File: src/hw/rtl/lbp_pkg.sv
`default_nettype none

package lbp_pkg;

   // line store geometry
   localparam int MAX_WIDTH = 1024;
   localparam int COL_W     = $clog2(MAX_WIDTH);

   // register widths
   localparam int WIDTH_CFG_W  = 11;
   localparam int HEIGHT_CFG_W = 16;
   localparam int OFFSET_W     = 9;
   localparam int CSR_DATA_W   = 16;
   localparam int CSR_INDEX_W  = 2;
   localparam int PIXEL_W      = 8;

   // neighbour compare width: pixel plus signed offset, guard bits
   localparam int CMP_W = PIXEL_W + 3;

   // register indexes
   localparam logic [CSR_INDEX_W-1:0] CSR_IMAGE_WIDTH   = 2'd0;
   localparam logic [CSR_INDEX_W-1:0] CSR_IMAGE_HEIGHT  = 2'd1;
   localparam logic [CSR_INDEX_W-1:0] CSR_CENTRE_OFFSET = 2'd2;

   // register reset values
   localparam logic [WIDTH_CFG_W-1:0]  WIDTH_RESET  = 11'd512;
   localparam logic [HEIGHT_CFG_W-1:0] HEIGHT_RESET = 16'd512;
   localparam logic [OFFSET_W-1:0]     OFFSET_RESET = 9'd16;

   // smallest frame the window logic handles
   localparam int MIN_DIM = 3;

   // window queue between front and back
   localparam int Q_DEPTH   = 4;
   localparam int Q_PTR_W   = $clog2(Q_DEPTH);
   localparam int Q_COUNT_W = $clog2(Q_DEPTH + 2);

   // 3x3 window, index = row * 3 + column, row 0 is the oldest row
   typedef logic [8:0][PIXEL_W-1:0] window_type;

   typedef struct packed {
      window_type window;
      logic       last;
   } win_entry_type;

   typedef struct packed {
      logic          valid;
      win_entry_type entry;
   } q_push_type;

   // front status seen by the top level checks
   typedef struct packed {
      logic col_zero;
      logic row_zero;
   } front_status_type;

endpackage

`default_nettype wire

File: src/hw/rtl/lbp_back.sv
`default_nettype none

module lbp_back (
   input  wire                             clock,
   input  wire                             reset,
   input  lbp_pkg::win_entry_type          head,
   input  wire                             not_empty,
   output logic                            pop,
   input  wire  [lbp_pkg::OFFSET_W-1:0]    centre_offset,
   output logic                            rsp_tvalid,
   input  wire                             rsp_tready,
   output logic [7:0]                      rsp_tdata,    // [7:0] pattern_code
   output logic                            rsp_tlast     // frame_last
);
   import lbp_pkg::*;

   logic signed [CMP_W-1:0] centre;
   logic [7:0]              code;
   logic                    rsp_valid_ff;
   logic [7:0]              code_ff;
   logic                    last_ff;

   function automatic logic ge_centre(input logic [PIXEL_W-1:0] nb,
                                      input logic signed [CMP_W-1:0] c);
      logic signed [CMP_W-1:0] nb_s;
      nb_s = signed'({3'b000, nb});
      return nb_s >= c;
   endfunction

   // threshold = centre pixel + signed offset
   assign centre = signed'({3'b000, head.window[4]}) +
                   CMP_W'(signed'(centre_offset));

   // bits clockwise from the top-left neighbour
   always_comb begin
      code[7] = ge_centre(head.window[0], centre);
      code[6] = ge_centre(head.window[1], centre);
      code[5] = ge_centre(head.window[2], centre);
      code[4] = ge_centre(head.window[5], centre);
      code[3] = ge_centre(head.window[8], centre);
      code[2] = ge_centre(head.window[7], centre);
      code[1] = ge_centre(head.window[6], centre);
      code[0] = ge_centre(head.window[3], centre);
   end

   // output register, refilled when empty or being taken
   assign pop = not_empty & (~rsp_valid_ff | rsp_tready);

   always_ff @(posedge clock) begin
      if (reset) begin
         rsp_valid_ff <= 1'b0;
      end else if (~rsp_valid_ff | rsp_tready) begin
         rsp_valid_ff <= not_empty;
      end
   end

   always_ff @(posedge clock) begin
      if (pop) begin
         code_ff <= code;
         last_ff <= head.last;
      end
   end

   assign rsp_tvalid = rsp_valid_ff;
   assign rsp_tdata  = code_ff;
   assign rsp_tlast  = last_ff;

endmodule

`default_nettype wire
File: config.mk
export PLATFORM = sky130hd
export DESIGN_NAME = lbp_back
export DESIGN_NICKNAME = d
export VERILOG_FILES = /design/src/hw/rtl/lbp_pkg.sv /design/src/hw/rtl/lbp_back.sv
export SDC_FILE = /design/constraint.sdc
export NUM_CORES = 1
export LEC_CHECK = 0
export ABC_AREA = 1
export BUFFER_PORTS_ARGS = -buffer_cell sky130_fd_sc_hd__buf_4
export CELL_PAD_IN_SITES_DETAIL_PLACEMENT = 1
export CELL_PAD_IN_SITES_GLOBAL_PLACEMENT = 1
export CORE_ASPECT_RATIO = 1.1
export CORE_UTILIZATION = 33
export CTS_BUF_LIST = sky130_fd_sc_hd__clkbuf_4 sky130_fd_sc_hd__clkbuf_8
export DETAILED_ROUTE_END_ITERATION = 12
export PLACE_DENSITY = 0.85
export SYNTH_ARGS = -nofsm -noshare
export SYNTH_HDL_FRONTEND = slang
export SYNTH_SLANG_ARGS = --single-unit
File: constraint.sdc
create_clock -name clock -period 3.31 [get_ports clock]
set_input_delay 0.331 -clock clock [delete_from_list [all_inputs] [get_ports clock]]
set_output_delay 0.331 -clock clock [all_outputs]
set_load 0.05 [all_outputs]
==> summary.md <==
| Metric | Value |
|---|---|
| Status | `finished, final reports clean` |
| Commonest non-fill, non-tap cells in the layout | `125 x nand2_1, 98 x buf_4, 80 x inv_1, 48 x ha_1, 39 x nand3_1` |
| Worst-skew pair later-pin latency | `0.23 ns` |
| Layout Area Growth over Synthesis | `37.6%` |
| Mean post-synth cell area | `6.14 sq um` |
| Number of detailed-route iterations in the first pass | `4` |
| Die Wd | `82.1 microns` |
| Worst relative slew slack | `0.516` |
| Clock buffer depth | `2` |
| Placed cells | `558` |
| Antenna violations before repair | `0` |
| Wire per inst | `11.9 microns` |
| Via count | `2,667` |
| First element of the critical path | `head[37]` |
| TritonCTS clock tree | `yes` |
| Leak | `2.03 nW` |
| Count of final setup violators | `0` |
| Max Clock Skew | `0.00529 ns` |
| Post-Syn Instances | `379` |
| Endpoint type of the worst setup path | `flip-flop` |
| Post-route ant nets | `0` |
| Pwr Density | `311 mW/mm^2` |
| Final Hold Fails | `0` |
| Final WS setup | `0.523 ns` |
| Startpoint Class | `input pin` |
| Final Instance Area | `0.00320 sq mm` |
| Post-synthesis sequential area ratio | `0.125` |
| Unrepaired setup endpoints after global routing | `no` |
| Initial Util | `0.347` |
| Critical R2R Launch | `rsp_tvalid` |
| Netlist Area Pre-Place | `0.00233 sq mm` |
| Worst-Margin Slew | `0.721 ns` |
| Post-synth EDFFs | `9` |
| Global-route wire length before repair | `11.5 mm` |
| Layout cell share with drive strength beyond 1 | `0.250` |
| # Post-CTS Setup Buffers | `0` |
| Max Cap Viol | `0` |
| Synth Net Count | `514` |
| Crit path arrival time | `2.76 ns` |
| Clk root buf | `clkbuf_8` |
| Placer Congestion | `0.803` |
| Site row count | `31` |
| Largest net degree at the start of global routing | `10` |
| Port Buffer Count | `96` |
| DIE AREA | `0.00739 sq mm` |
| Vias/cell | `4.75` |
| DP HPWL | `6.24 mm` |
| Congestion Overflow GR | `0` |
| Netlist cell types | `24` |
| I/O pins | `97` |
| Top cells by area, synth | `ha_1 26%, nand2_1 20%, inv_1 13%, edfxtp_1 12%, nand3_1 8.4%` |
| Placed cell areas | `0.00315 sq mm` |
| Kind of critical path | `in2reg` |
| Number of buffers created by CTS | `3` |
| Hold crit path type | `in2reg` |
| Hold buffer count at cts | `0` |
| Max-slew violations | `0` |
| Commonest non-fill, non-tap cell in the layout | `nand2_1` |
| Vias in the first global route | `2,866` |
| Max Freq | `359 MHz` |
| DR DRC count | `0` |
| HP Start | `reset` |
| Worst reg2reg setup slack | `2.31 ns` |
| Seq cells post-synth | `10` |
| Non-Filler Instances | `562` |
| Total Wirelength | `6.67 mm` |
| Ys flop type | `edfxtp_1` |
| Final period util | `0.842` |
| Post-layout power | `0.995 mW` |
| CTS resizes | `0` |
| Ys Warns | `0` |
| Core region area | `0.00671 sq mm` |
| CTS sink count | `10` |
| First DRT Iteration DRCs | `16` |
| DP Worst Slack | `0.261 ns` |
| Area share of the largest cell type after synthesis | `0.258` |
| Final net count | `616` |
| Setup tns final | `0 ns` |
| GRT Overall Usage | `0.192` |
| Post-layout min period | `2.79 ns` |
| Die extent in y | `90.1 microns` |
| H-tree depth reported by CTS | `1` |
| Max rail drop VDD | `0.240 mV` |
| Inserted Diodes | `0` |
| Req. time, crit path | `3.28 ns` |
| Clock-pin slew on the worst setup and hold paths | `0.05 ns` |
| Worst Path Max Fanout | `8` |
| Leading area contributor after synthesis | `ha_1` |
| Synth async-reset ratio | `0` |
==> cell type report <==
type | count | area [sq um]
inverter | 88 | 330
multi-input combinational | 280 | 1700
tap | 82 | 103
timing repair buffer | 98 | 736
clock buffer | 4 | 48.8
fill | 934 | 3510
sequential | 10 | 290
==> critical path, cell delays in order <==
cell and delay [ns]:
buf_4 0.11, ha_1 0.37, nand2_1 0.11, inv_1 0.04, nand3_1 0.13, nand2_1 0.12
a21oi_1 0.15, o21bai_1 0.11, xnor2_1 0.59, ha_1 0.37, o21ai_2 0.06, inv_1 0.05
nand2_1 0.06, nand2_1 0.05, nand2_1 0.06, nand2_1 0.05
==> logic make-up (layout without fill, tap and decap cells) <==
logic type | Yosys count | in the layout | share of synthesized area
and+or+nand+nor | 196 | 196 | 0.356
AOI/OAI and AO/OA | 31 | 31 | 0.0909
buffers and inverters | 89 | 190 | 0.147
adders and majority gates | 49 | 49 | 0.267
DFF | 10 | 10 | 0.125
xor gates and xnor gates | 4 | 4 | 0.0151
==> final timing paths <==
path                            cells after the start      endpoint
worst max register to register                      2  rsp_tdata[1]
worst max-delay path                               16  rsp_tdata[4]
worst min register to register                      2    rsp_tvalid
worst min-delay path                                2    rsp_tvalid
==> power breakdown <==
| part | total [mW] | internal (mW) | switching (mW) | leakage, nW |
|---|---|---|---|---|
| registers | 0.164 | 0.160 | 0.00406 | 0.0961 |
| logic | 0.696 | 0.287 | 0.409 | 1.91 |
| clock network | 0.135 | 0.0921 | 0.0429 | 0.0262 |
==> state kept, by name, indices dropped and copies added (netlist names) <==
| signal | count |
|---|---|
| rsp_tvalid | 1 |
| rsp_tlast | 1 |
| rsp_tdata | 8 |
==> layer usage <==
layer | vias to the layer above | share of wire | routed length, microns | global-route usage
li1 | 1382 | - | - | -
met1 | 1206 | 0.37 | 2450 | 0.189
met2 | 67 | 0.56 | 3740 | 0.390
met3 | 12 | 0.056 | 370 | 0.0284
met4 | 0 | 0.016 | 104 | 0.0468
met5 | - | 0 | 0 | 0
==> cells in the mapped netlist (3+ instances only) <==
cell type,number
nand2_2,5
nand3_1,39
inv_1,80
a21boi_0,4
o21bai_1,5
a21oi_1,13
o21ai_2,8
edfxtp_1,9
nor2_1,21
ha_1,48
clkinv_1,8
xor2_1,3
nand2_1,125
==> metrics by stage <==
step | hold WS (ns) | utilization
3_5_place_dp | 0.472 | 0.470
3_3_place_gp | 0.457 | 0.470
2_1_floorplan | 0.400 | -
5_1_grt | 0.258 | 0.477
6_report | 0.261 | 0.477
4_1_cts | 0.261 | 0.477
No activity file was read; power rests on OpenSTA's default activity.
