## src/hw/rtl/lbp_pkg.sv

```systemverilog
`default_nettype none

package lbp_pkg;

   // line store geometry
   localparam int MAX_WIDTH = 1024;
   localparam int COL_W     = $clog2(MAX_WIDTH);

   // register widths
   localparam int WIDTH_CFG_W  = 11;
   localparam int HEIGHT_CFG_W = 16;
   localparam int OFFSET_W     = 9;
   localparam int CSR_DATA_W   = 16;
   localparam int CSR_INDEX_W  = 2;
   localparam int PIXEL_W      = 8;

   // neighbour compare width: pixel plus signed offset, guard bits
   localparam int CMP_W = PIXEL_W + 3;

   // register indexes
   localparam logic [CSR_INDEX_W-1:0] CSR_IMAGE_WIDTH   = 2'd0;
   localparam logic [CSR_INDEX_W-1:0] CSR_IMAGE_HEIGHT  = 2'd1;
   localparam logic [CSR_INDEX_W-1:0] CSR_CENTRE_OFFSET = 2'd2;

   // register reset values
   localparam logic [WIDTH_CFG_W-1:0]  WIDTH_RESET  = 11'd512;
   localparam logic [HEIGHT_CFG_W-1:0] HEIGHT_RESET = 16'd512;
   localparam logic [OFFSET_W-1:0]     OFFSET_RESET = 9'd16;

   // smallest frame the window logic handles
   localparam int MIN_DIM = 3;

   // window queue between front and back
   localparam int Q_DEPTH   = 4;
   localparam int Q_PTR_W   = $clog2(Q_DEPTH);
   localparam int Q_COUNT_W = $clog2(Q_DEPTH + 2);

   // 3x3 window, index = row * 3 + column, row 0 is the oldest row
   typedef logic [8:0][PIXEL_W-1:0] window_type;

   typedef struct packed {
      window_type window;
      logic       last;
   } win_entry_type;

   typedef struct packed {
      logic          valid;
      win_entry_type entry;
   } q_push_type;

   // front status seen by the top level checks
   typedef struct packed {
      logic col_zero;
      logic row_zero;
   } front_status_type;

endpackage

`default_nettype wire

```

## src/hw/rtl/lbp_queue.sv

```systemverilog
`default_nettype none

module lbp_queue (
   input  wire                           clock,
   input  wire                           reset,
   input  lbp_pkg::q_push_type           q_push,
   input  wire                           pop,
   output lbp_pkg::win_entry_type        head,
   output logic                          not_empty,
   output logic [lbp_pkg::Q_COUNT_W-1:0] count
);
   import lbp_pkg::*;

   win_entry_type          slots_ff [Q_DEPTH];
   logic [Q_PTR_W-1:0]     wr_ptr_ff, wr_ptr_in;
   logic [Q_PTR_W-1:0]     rd_ptr_ff, rd_ptr_in;
   logic [Q_COUNT_W-1:0]   count_ff, count_in;
   logic                   do_pop;

   assign not_empty = (count_ff != '0);
   assign do_pop    = pop & not_empty;
   assign head      = slots_ff[rd_ptr_ff];
   assign count     = count_ff;

   // pointer and fill count update
   always_comb begin
      wr_ptr_in = q_push.valid ? wr_ptr_ff + Q_PTR_W'(1) : wr_ptr_ff;
      rd_ptr_in = do_pop ? rd_ptr_ff + Q_PTR_W'(1) : rd_ptr_ff;
      count_in  = count_ff + Q_COUNT_W'(q_push.valid) - Q_COUNT_W'(do_pop);
   end

   always_ff @(posedge clock) begin
      if (reset) begin
         wr_ptr_ff <= '0;
         rd_ptr_ff <= '0;
         count_ff  <= '0;
      end else begin
         wr_ptr_ff <= wr_ptr_in;
         rd_ptr_ff <= rd_ptr_in;
         count_ff  <= count_in;
      end
   end

   always_ff @(posedge clock) begin
      if (q_push.valid) begin
         slots_ff[wr_ptr_ff] <= q_push.entry;
      end
   end

endmodule

`default_nettype wire

```

## config.mk

```make
export PLATFORM = sky130hd
export DESIGN_NAME = lbp_queue
export DESIGN_NICKNAME = d
export VERILOG_FILES = /design/src/hw/rtl/lbp_pkg.sv /design/src/hw/rtl/lbp_queue.sv
export SDC_FILE = /design/constraint.sdc
export NUM_CORES = 1
export LEC_CHECK = 0
export ABC_CLOCK_PERIOD_IN_PS = 4900
export BUFFER_PORTS_ARGS = -buffer_cell sky130_fd_sc_hd__buf_2
export CAP_MARGIN = 20
export CELL_PAD_IN_SITES_DETAIL_PLACEMENT = 1
export CELL_PAD_IN_SITES_GLOBAL_PLACEMENT = 2
export CORE_MARGIN = 3
export CORE_UTILIZATION = 48
export DETAILED_ROUTE_END_ITERATION = 8
export PLACE_DENSITY = 0.95
export SLEW_MARGIN = 20
export SYNTH_ARGS = -nofsm -noshare
export SYNTH_HDL_FRONTEND = slang
export SYNTH_SLANG_ARGS = --single-unit
```

## constraint.sdc

```tcl
create_clock -name clock -period 4.9 [get_ports clock]
set_input_delay 0.245 -clock clock [delete_from_list [all_inputs] [get_ports clock]]
set_output_delay 0.245 -clock clock [all_outputs]
set_load 0.03 [all_outputs]
```

==> metrics, run 1 <==
Pleak between 4 and 5 nW; final core utilization 0.622; Max VDD drop ~0.00035 V; via count ~5300; Nets around 760; row count between 50 and 60; Root Buffer Master clkbuf_16; WL final 22.9 mm; initial antenna violation count 0; clock sinks approximately 300; Placed Cells around 850; Die ar. 24900 um2; Int Pwr around 4.9 mW; GP Congestion 0.674; Worst-path clk slew 0.06 ns; share of layout cells above drive strength 1 0.403; FMAX 357 MHz; mapped cell area roughly 11000 um2; Power Dens Cells a little under 500 nW/um2; vias per cell 5.42; outcome completed; Seq cells post-synth around 300; crit path cell chain buf_4 > mux4_2 > buf_2; slowest cell on the critical path buf_4; Yosys top cell area share 0.792; total grt overflow 0; unrepaired setup endpoints after global routing false; EDFF count, synth 292; Setup violations, final 0; Post-synth top flop edfxtp_1; critical path required time roughly 4.7 ns; dpl ws about 2.6 ns; design area about 14000 um2; worst path arrival time ~2.6 ns; MaxCap Viol Count 0; syn_nets 510; Synth area leader edfxtp_1; relative slew slack 0.268; Max clock buf depth 3; Worst Clk Skew ~0.015 ns; port bufs about 150; highest net fanout along the worst path 40; worst skew pair latency between 0.5 and 0.6 ns; core area 22200 um2; Comb pwr share 0.213; register area share after synthesis 0.808; post-route worst setup slack around 2.1 ns; Worst setup SP type flip-flop; Min-Delay Path Class in2reg; area of the multi-input gates roughly 1900 um2; syn avg cell area roughly 26 um2; Starting Density 0.498; Hold Slack 0.0850 ns; setup TNS 0 ns; overall power about 6.8 mW; remaining antenna violation count after routing 0; Pins Over Slew Limit 0; Total GRT Usage 0.184; crit end category output port; H-tree depth 1; Synth cell types 22; wire per inst ~23 um; Area after DPL about 12000 um2; Seq. cell area between 8000 and 9000 um2; overall die width between 150 and 200 um; Die Y around 160 um; TritonRoute pass-1 iters 4; number of global-route vias before repair 6003; Worst Tran Pin Value about 1.1 ns; endpoints failing hold 0; first-pass GRT wire length roughly 35 mm; synth cell count leaders edfxtp_1 (292), mux4_2 (72), dfxtp_1 (9), buf_12 (7), buf_2 (7); Non-Filler Instances around 970; Psw between 1.5 and 2 mW; synthesized instance count ~430; ys async rst share 0; P&R area growth vs syn 24.8%; top cells by area, synth edfxtp_1 (79%), mux4_2 (15%), dfxtp_1 (1.6%), buf_12 (1.3%), ha_1 (0.68%); number of remaining DRC errors 0; power share of the clock group 0.332; CP Class reg2out; fillers 1832; CP max stage delay slightly below 0.7 ns; leading cell type by number of instances after synthesis edfxtp_1; CTS tree built; final period utilization 0.572; Sw Share 0.273; Seq pwr share 0.455; WP buf/inv 2; io pins around 150; minimum clock period roughly 2.8 ns; total CTS buffers 30; Ys Warns 0; Crit path max-delay family buffers and inverters; Iter 0 DRT Violations 377; DPL Wire Length roughly 13 mm; Ant. Diodes 0; largest net degree at the start of global routing 74
registers in the layout, summed over array words and instances (netlist names), named ones only:
name / flops
slots_ff: 292
wr_ptr_ff: 2
count: 3
rd_ptr_ff: 2
metal layers:
layer / part of all wire / up-vias / GRT usage
met2: 0.53 / 161 / 0.338
li1: - / 2312 / -
met1: 0.40 / 2767 / 0.230
met4: 0.025 / 0 / 0.0459
met5: 0 / - / 0
met3: 0.039 / 39 / 0.0301
repair_timing:
action / in CTS / in global routing
resized for setup: 0 / 0
endpoints found under the hold margin: 297 / 0
setup buffers: 0 / 0
hold buffers: 74 / 0
endpoints found under the setup margin: 0 / 0
area by class of cell:
type	instances	area share
Sequential cell	301	0.648
Multi-Input combinational cell	102	0.139
Timing Repair Buffer	233	0.116
Clock buffer	36	0.0575
Tap cell	280	0.0253
Clock inverter	16	0.0124
Inverter	6	0.00163
tightest hold or removal path, delay by kind of cell:
kind,cells,cell delay [ns]
AND/OR/NAND/NOR,1,0.07
buffers and inverters,1,0.17
multiplexers,1,0.09
kinds of logic (layout without fill, tap and decap cells):
family          Yosys count  in the layout  share of synthesized area
buf+inv                  23            291                     0.0197
simple gates             14             14                    0.00678
xor+xnor                  2              2                    0.00294
compound gates            2              2                    0.00158
fa+ha+maj                 7              7                    0.00858
flops                   301            301                      0.808
mux                      77             77                      0.153
layout by cell type (no fill, tap or decap), drive strengths merged, types with 4 or more instances in the layout:
master       count
clkbuf          36
dlygate4sd3     74
nor2b            4
and2             4
buf            159
bufinv           4
dfxtp            9
ha               6
mux4            73
inv              6
edfxtp         292
clkinv          12
nor2             5
power groups by stage:
stage	clock [mW]	sequential (mW)	combinational [mW]
2_1_floorplan	0	3.08	1.13
3_3_place_gp	0	3.11	1.36
3_5_place_dp	0	3.13	1.40
4_1_cts	2.29	3.08	1.45
5_1_grt	2.40	3.09	1.53
6_report	2.24	3.07	1.44
path summary, 6_finish.rpt:
| kind | from | endpoint | slack, ns | depth (start not counted) |
|---|---|---|---|---|
| worst max-delay path | flip-flop | head[18] | 2.10 | 3 |
| worst min-delay path | q_push[73] | wr_ptr_ff[1]$_SDFFE_PP0P_ | 0.09 | 3 |
| worst max register to register | wr_ptr_ff[0]$_SDFFE_PP0P_ | slots_ff[3][4]$_DFFE_PP_ | 2.77 | 3 |
| worst min register to register | wr_ptr_ff[1]$_SDFFE_PP0P_ | wr_ptr_ff[1]$_SDFFE_PP0P_ | 0.57 | 2 |
(Power assumes the default switching activity.)
==> run 2: changes to the inputs <==
--- a/config.mk
+++ b/config.mk
@@ -5,15 +5,15 @@
 export SDC_FILE = /design/constraint.sdc
 export NUM_CORES = 1
 export LEC_CHECK = 0
-export ABC_CLOCK_PERIOD_IN_PS = 4900
+export ABC_CLOCK_PERIOD_IN_PS = 2600
 export BUFFER_PORTS_ARGS = -buffer_cell sky130_fd_sc_hd__buf_2
 export CAP_MARGIN = 20
 export CELL_PAD_IN_SITES_DETAIL_PLACEMENT = 1
 export CELL_PAD_IN_SITES_GLOBAL_PLACEMENT = 2
 export CORE_MARGIN = 3
-export CORE_UTILIZATION = 48
+export CORE_UTILIZATION = 45
 export DETAILED_ROUTE_END_ITERATION = 8
-export PLACE_DENSITY = 0.95
+export PLACE_DENSITY = 0.9
 export SLEW_MARGIN = 20
 export SYNTH_ARGS = -nofsm -noshare
 export SYNTH_HDL_FRONTEND = slang
==> constraint.sdc (replaced) <==
create_clock -name clock -period 2.6 [get_ports clock]
set_input_delay 0.13 -clock clock [delete_from_list [all_inputs] [get_ports clock]]
set_output_delay 0.13 -clock clock [all_outputs]
set_load 0.03 [all_outputs]
==> run 2 against run 1 <==
  * First-iteration DRC count is 20% lower
  * Final area is 0.97% higher
  * Non-clock buffer count is 7 higher
  * Routed wire length is 2.1% higher
==> metrics, run 2 (synthesized netlist as in run 1, its figures left out) <==
most frequent cells in the layout edfxtp_1 (292), buf_2 (153), dlygate4sd3_1 (75); io pins 154; outcome completed; wire per inst about 23 um; crit end category output port; worst skew pair latency 0.54 ns; Worst Hold Path EP rd_ptr_ff[1]$_SDFFE_PP0P_; via count about 5300; Total GRT Usage 0.179; remaining antenna violation count after routing 0; largest net degree at the start of global routing 53; worst flop-to-flop path startpoint count[1]$_SDFF_PP0_; commonest non-fill, non-tap cell in the layout edfxtp_1; slowest cell on the critical path dfxtp_4; Worst Clk Skew approximately 0.0067 ns; unrepaired setup endpoints after global routing false; Min-Delay Path Class in2reg; crit path cell chain buf_12 > mux4_2 > buf_2; grt peak-use layer met2; hold_sp pop; final period utilization 0.903; Max VDD drop around 0.00070 V; row count 56; clock sinks roughly 300; CTS tree built; worst reg2reg path depth 7; Power Dens Cells around 900 nW/um2; fillers 2064; endpoints failing hold 0; FMAX about 430 MHz; CP Class reg2out; overall die width ~160 um; Placed Cells just under 900; critical path required time 2.47 ns; H-tree depth 1; Max clock buf depth 3; TritonRoute pass-1 iters 4; relative slew slack 0.677; hold path cells 3; M2 GR Usage 0.327; Die Y about 160 um; Pleak 4.77 nW; Worst Tran Pin Value approximately 0.48 ns; Top reg by flops slots_ff; Die ar. roughly 27000 um2; initial antenna violation count 1; share of layout cells above drive strength 1 0.409; Non-Filler Instances about 1000; Post-CTS Resized 0; worst path arrival time roughly 2.2 ns; Pins Over Slew Limit 0; met1 usage 0.227; Nets roughly 770; WL final 23.4 mm; max reg flops just under 300; core area 23800 um2; Worst-path clk slew about 0.06 ns; Worst setup SP type flip-flop; Iter 0 DRT Violations between 300 and 400; P&R area growth vs syn 26.0%; port bufs roughly 150; global-route track usage on met3 0.0310; highest net fanout along the worst path 27; r2r setup slk roughly 0.5 ns; worst reg2reg path endpoint count[2]$_SDFF_PP0_; first-pass GRT wire length roughly 36 mm; vias per cell between 5 and 6; total grt overflow 0; Ant. Diodes 0; Starting Density 0.465; DPL Wire Length between 10 and 15 mm; overall power approximately 13 mW; CP max stage delay around 0.59 ns; MaxCap Viol Count 0; minimum clock period around 2.3 ns; Setup violations, final 0; number of remaining DRC errors 0; number of global-route vias before repair 6102; Root Buffer Master clkbuf_16; GP Congestion ~0.69; setup TNS 0 ns; total CTS buffers 30
run 2: final cells by class:
cell class | instances | area, um2 | area share
sequential | 301 | 8960 | 0.642
inverter | 6 | 22.5 | 0.00161
tap | 319 | 399 | 0.0286
clock buffer | 35 | 791 | 0.0567
timing repair buffer | 240 | 1690 | 0.121
multi-input combinational | 102 | 1920 | 0.138
clock inverter | 20 | 170 | 0.0122
run 2: per-layer routing:
metal  wire, um  part of all wire
met2      12500              0.53
met4        266             0.011
met5         13           0.00056
met3       1210             0.052
met1       9390              0.40
run 2: timing repair:
| item | in CTS | in global routing |
|---|---|---|
| endpoints found under the setup margin | 0 | 0 |
| endpoints found under the hold margin | 297 | 0 |
| hold buffers | 75 | 0 |
| setup buffers | 0 | 0 |
run 2: worst max path at each step:
stage | from | to | depth (start not counted)
global placement | count[1]$_SDFF_PP0_ | count[2]$_SDFF_PP0_ | 7
finish | flip-flop | head[43] | 3
detailed placement | count[1]$_SDFF_PP0_ | count[2]$_SDFF_PP0_ | 7
CTS | flip-flop | head[43] | 3
floorplan | count[1]$_SDFF_PP0_ | count[2]$_SDFF_PP0_ | 7
global route | flip-flop | head[43] | 3
run 2: critical path: cells and delay by family (launching register included):
kind	cells	cell delay, ns
DFF	1	0.59
buffers and inverters	2	0.49
muxes	1	0.57
run 2: metrics by stage:
step	instance area [um2]	util	hold slack, ns	worst slack, ns
2_1_floorplan	11100	-	0.229	0.587
3_3_place_gp	12200	0.514	0.340	0.679
3_5_place_dp	12200	0.514	0.351	0.550
4_1_cts	14000	0.586	0.0324	0.185
5_1_grt	14000	0.586	0.0506	0.120
6_report	14000	0.586	0.0603	0.251
run 2: where the power goes:
group,switching [mW],internal [mW],leakage [nW]
Combinational,1.66,1.16,1.54
Sequential,0.171,5.60,2.76
Clock,1.71,2.46,0.471
==> run 3: changes to the inputs <==
--- a/config.mk
+++ b/config.mk
@@ -6,14 +6,14 @@
 export NUM_CORES = 1
 export LEC_CHECK = 0
 export ABC_CLOCK_PERIOD_IN_PS = 2600
-export BUFFER_PORTS_ARGS = -buffer_cell sky130_fd_sc_hd__buf_2
 export CAP_MARGIN = 20
 export CELL_PAD_IN_SITES_DETAIL_PLACEMENT = 1
 export CELL_PAD_IN_SITES_GLOBAL_PLACEMENT = 2
 export CORE_MARGIN = 3
-export CORE_UTILIZATION = 45
+export CORE_UTILIZATION = 49
 export DETAILED_ROUTE_END_ITERATION = 8
-export PLACE_DENSITY = 0.9
+export DONT_BUFFER_PORTS = 1
+export PLACE_DENSITY = 0.89
 export SLEW_MARGIN = 20
 export SYNTH_ARGS = -nofsm -noshare
 export SYNTH_HDL_FRONTEND = slang
==> run 3 against run 2 <==
  * Worst hold slack worse by 0.034 ns
  * Maximum frequency up 3.7%
  * Count of clock-buffer cells in the layout up 11
  * Final area down 6.2%
  * Routed wire length down 11%
  * Cell count down 18%
  * Global-route usage down 0.75 points
  * Sequential share of layout area up 4.3 points
  * Non-clock buffer count down 150
  * Power down 5.9%
  * Largest power group unchanged
  * Highest routed layer is now met4
==> metrics, run 3 (synthesized netlist as in run 1, its figures left out) <==
minimum clock period around 2.3 ns; critical path required time approximately 3.0 ns; H-tree depth 1; worst path arrival time around 2.7 ns; final core utilization 0.594; Root Buffer Master clkbuf_16; Total GRT Usage 0.171; vias per cell ~5.6; GP Congestion between 0.7 and 0.8; Pleak around 4.1 nW; Placed Cells 702; clock sinks around 300; Min-Delay Path Class in2reg; Worst Clk Skew 0.0175 ns; final period utilization 0.871; Ant. Diodes 0; Starting Density 0.503; design area 13100 um2; worst skew pair latency between 0.5 and 0.6 ns; highest net fanout along the worst path 6; total grt overflow 0; share of layout cells above drive strength 1 0.234; MaxCap Viol Count 0; crit end category flip-flop; fillers ~1800; TritonRoute pass-1 iters 4; relative slew slack 0.654; via count around 4700; Worst-path clk slew approximately 0.060 ns; unrepaired setup endpoints after global routing false; largest net degree at the start of global routing 43; Power Dens Cells about 920 nW/um2; total CTS buffers 30; commonest non-fill, non-tap cell in the layout edfxtp_1; row count 54; Setup violations, final 0; core area approximately 22000 um2; Worst setup SP type flip-flop; outcome completed; FMAX around 440 MHz; io pins approximately 150; Pins Over Slew Limit 0; initial antenna violation count 0; remaining antenna violation count after routing 0; Die Y ~160 um; Iter 0 DRT Violations between 300 and 400; Worst Tran Pin Value roughly 0.5 ns; overall power 12.0 mW; first-pass GRT wire length ~32 mm; wire per inst 24.8 um; CTS tree built; max reg flops around 290; CP Class reg2reg; WL final ~21 mm; overall die width approximately 160 um; setup TNS 0 ns; Area after DPL 11400 um2; hold_buf cts 77; Top reg by flops slots_ff; Die ar. ~24000 um2; endpoints failing hold 0; Nets ~620; number of global-route vias before repair about 5300; P&R area growth vs syn 18.1%; port bufs 0; Max VDD drop around 0.00073 V; Non-Filler Instances roughly 840; Max clock buf depth 3; most frequent cells in the layout edfxtp_1 (292), dlygate4sd3_1 (77), mux4_2 (72); number of remaining DRC errors 0; Post-CTS Resized 0; DPL Wire Length around 13 mm; setup bufs post-CTS 0
[run 3: layout make-up]
| type | count | area [um2] | share of cell area |
|---|---|---|---|
| timing repair buffer | 90 | 956 | 0.0731 |
| inverter | 6 | 22.5 | 0.00172 |
| tap | 280 | 350 | 0.0268 |
| clock inverter | 10 | 57.6 | 0.00440 |
| sequential | 301 | 8960 | 0.684 |
| clock buffer | 46 | 821 | 0.0627 |
| multi-input combinational | 102 | 1920 | 0.147 |
[run 3: worst max-delay path, cell delays in order (launching register included)]
cell	delay, ns
dfxtp_1	0.45
o31a_1	0.41
ha_1	0.29
inv_1	0.04
ha_1	0.27
nor2b_1	0.13
dlygate4sd3_1	0.56
[run 3: stage by stage]
stage | hold WS [ns] | worst slack (ns)
after floorplan | 0.229 | 0.587
after global placement | 0.205 | 0.541
after detailed placement | 0.205 | 0.451
after CTS | 0.00332 | 0.320
after global routing | 0.00158 | 0.276
final | 0.0261 | 0.335
[run 3: report_power, final]
part / switching (mW) / internal, mW / total [mW]
clock network: 1.63 / 2.16 / 3.80
registers: 0.134 / 5.60 / 5.73
logic: 1.56 / 0.899 / 2.46
total: 3.33 / 8.66 / 12.0
[run 3: routing by layer]
layer  GRT usage  routed length (um)
met1       0.218                8120
met2       0.297               10800
met3      0.0440                1360
met4      0.0417                 451
met5           0                   0
[run 3: worst paths after layout]
check	startpoint	endpoint	slack, ns	depth (start not counted)
max	count[1]$_SDFF_PP0_	count[0]$_SDFF_PP0_	0.34	6
min	q_push[73]	slots_ff[2][3]$_DFFE_PP_	0.03	1
max reg2reg	count[1]$_SDFF_PP0_	count[0]$_SDFF_PP0_	0.34	6
min reg2reg	wr_ptr_ff[1]$_SDFFE_PP0P_	wr_ptr_ff[1]$_SDFFE_PP0P_	0.57	2
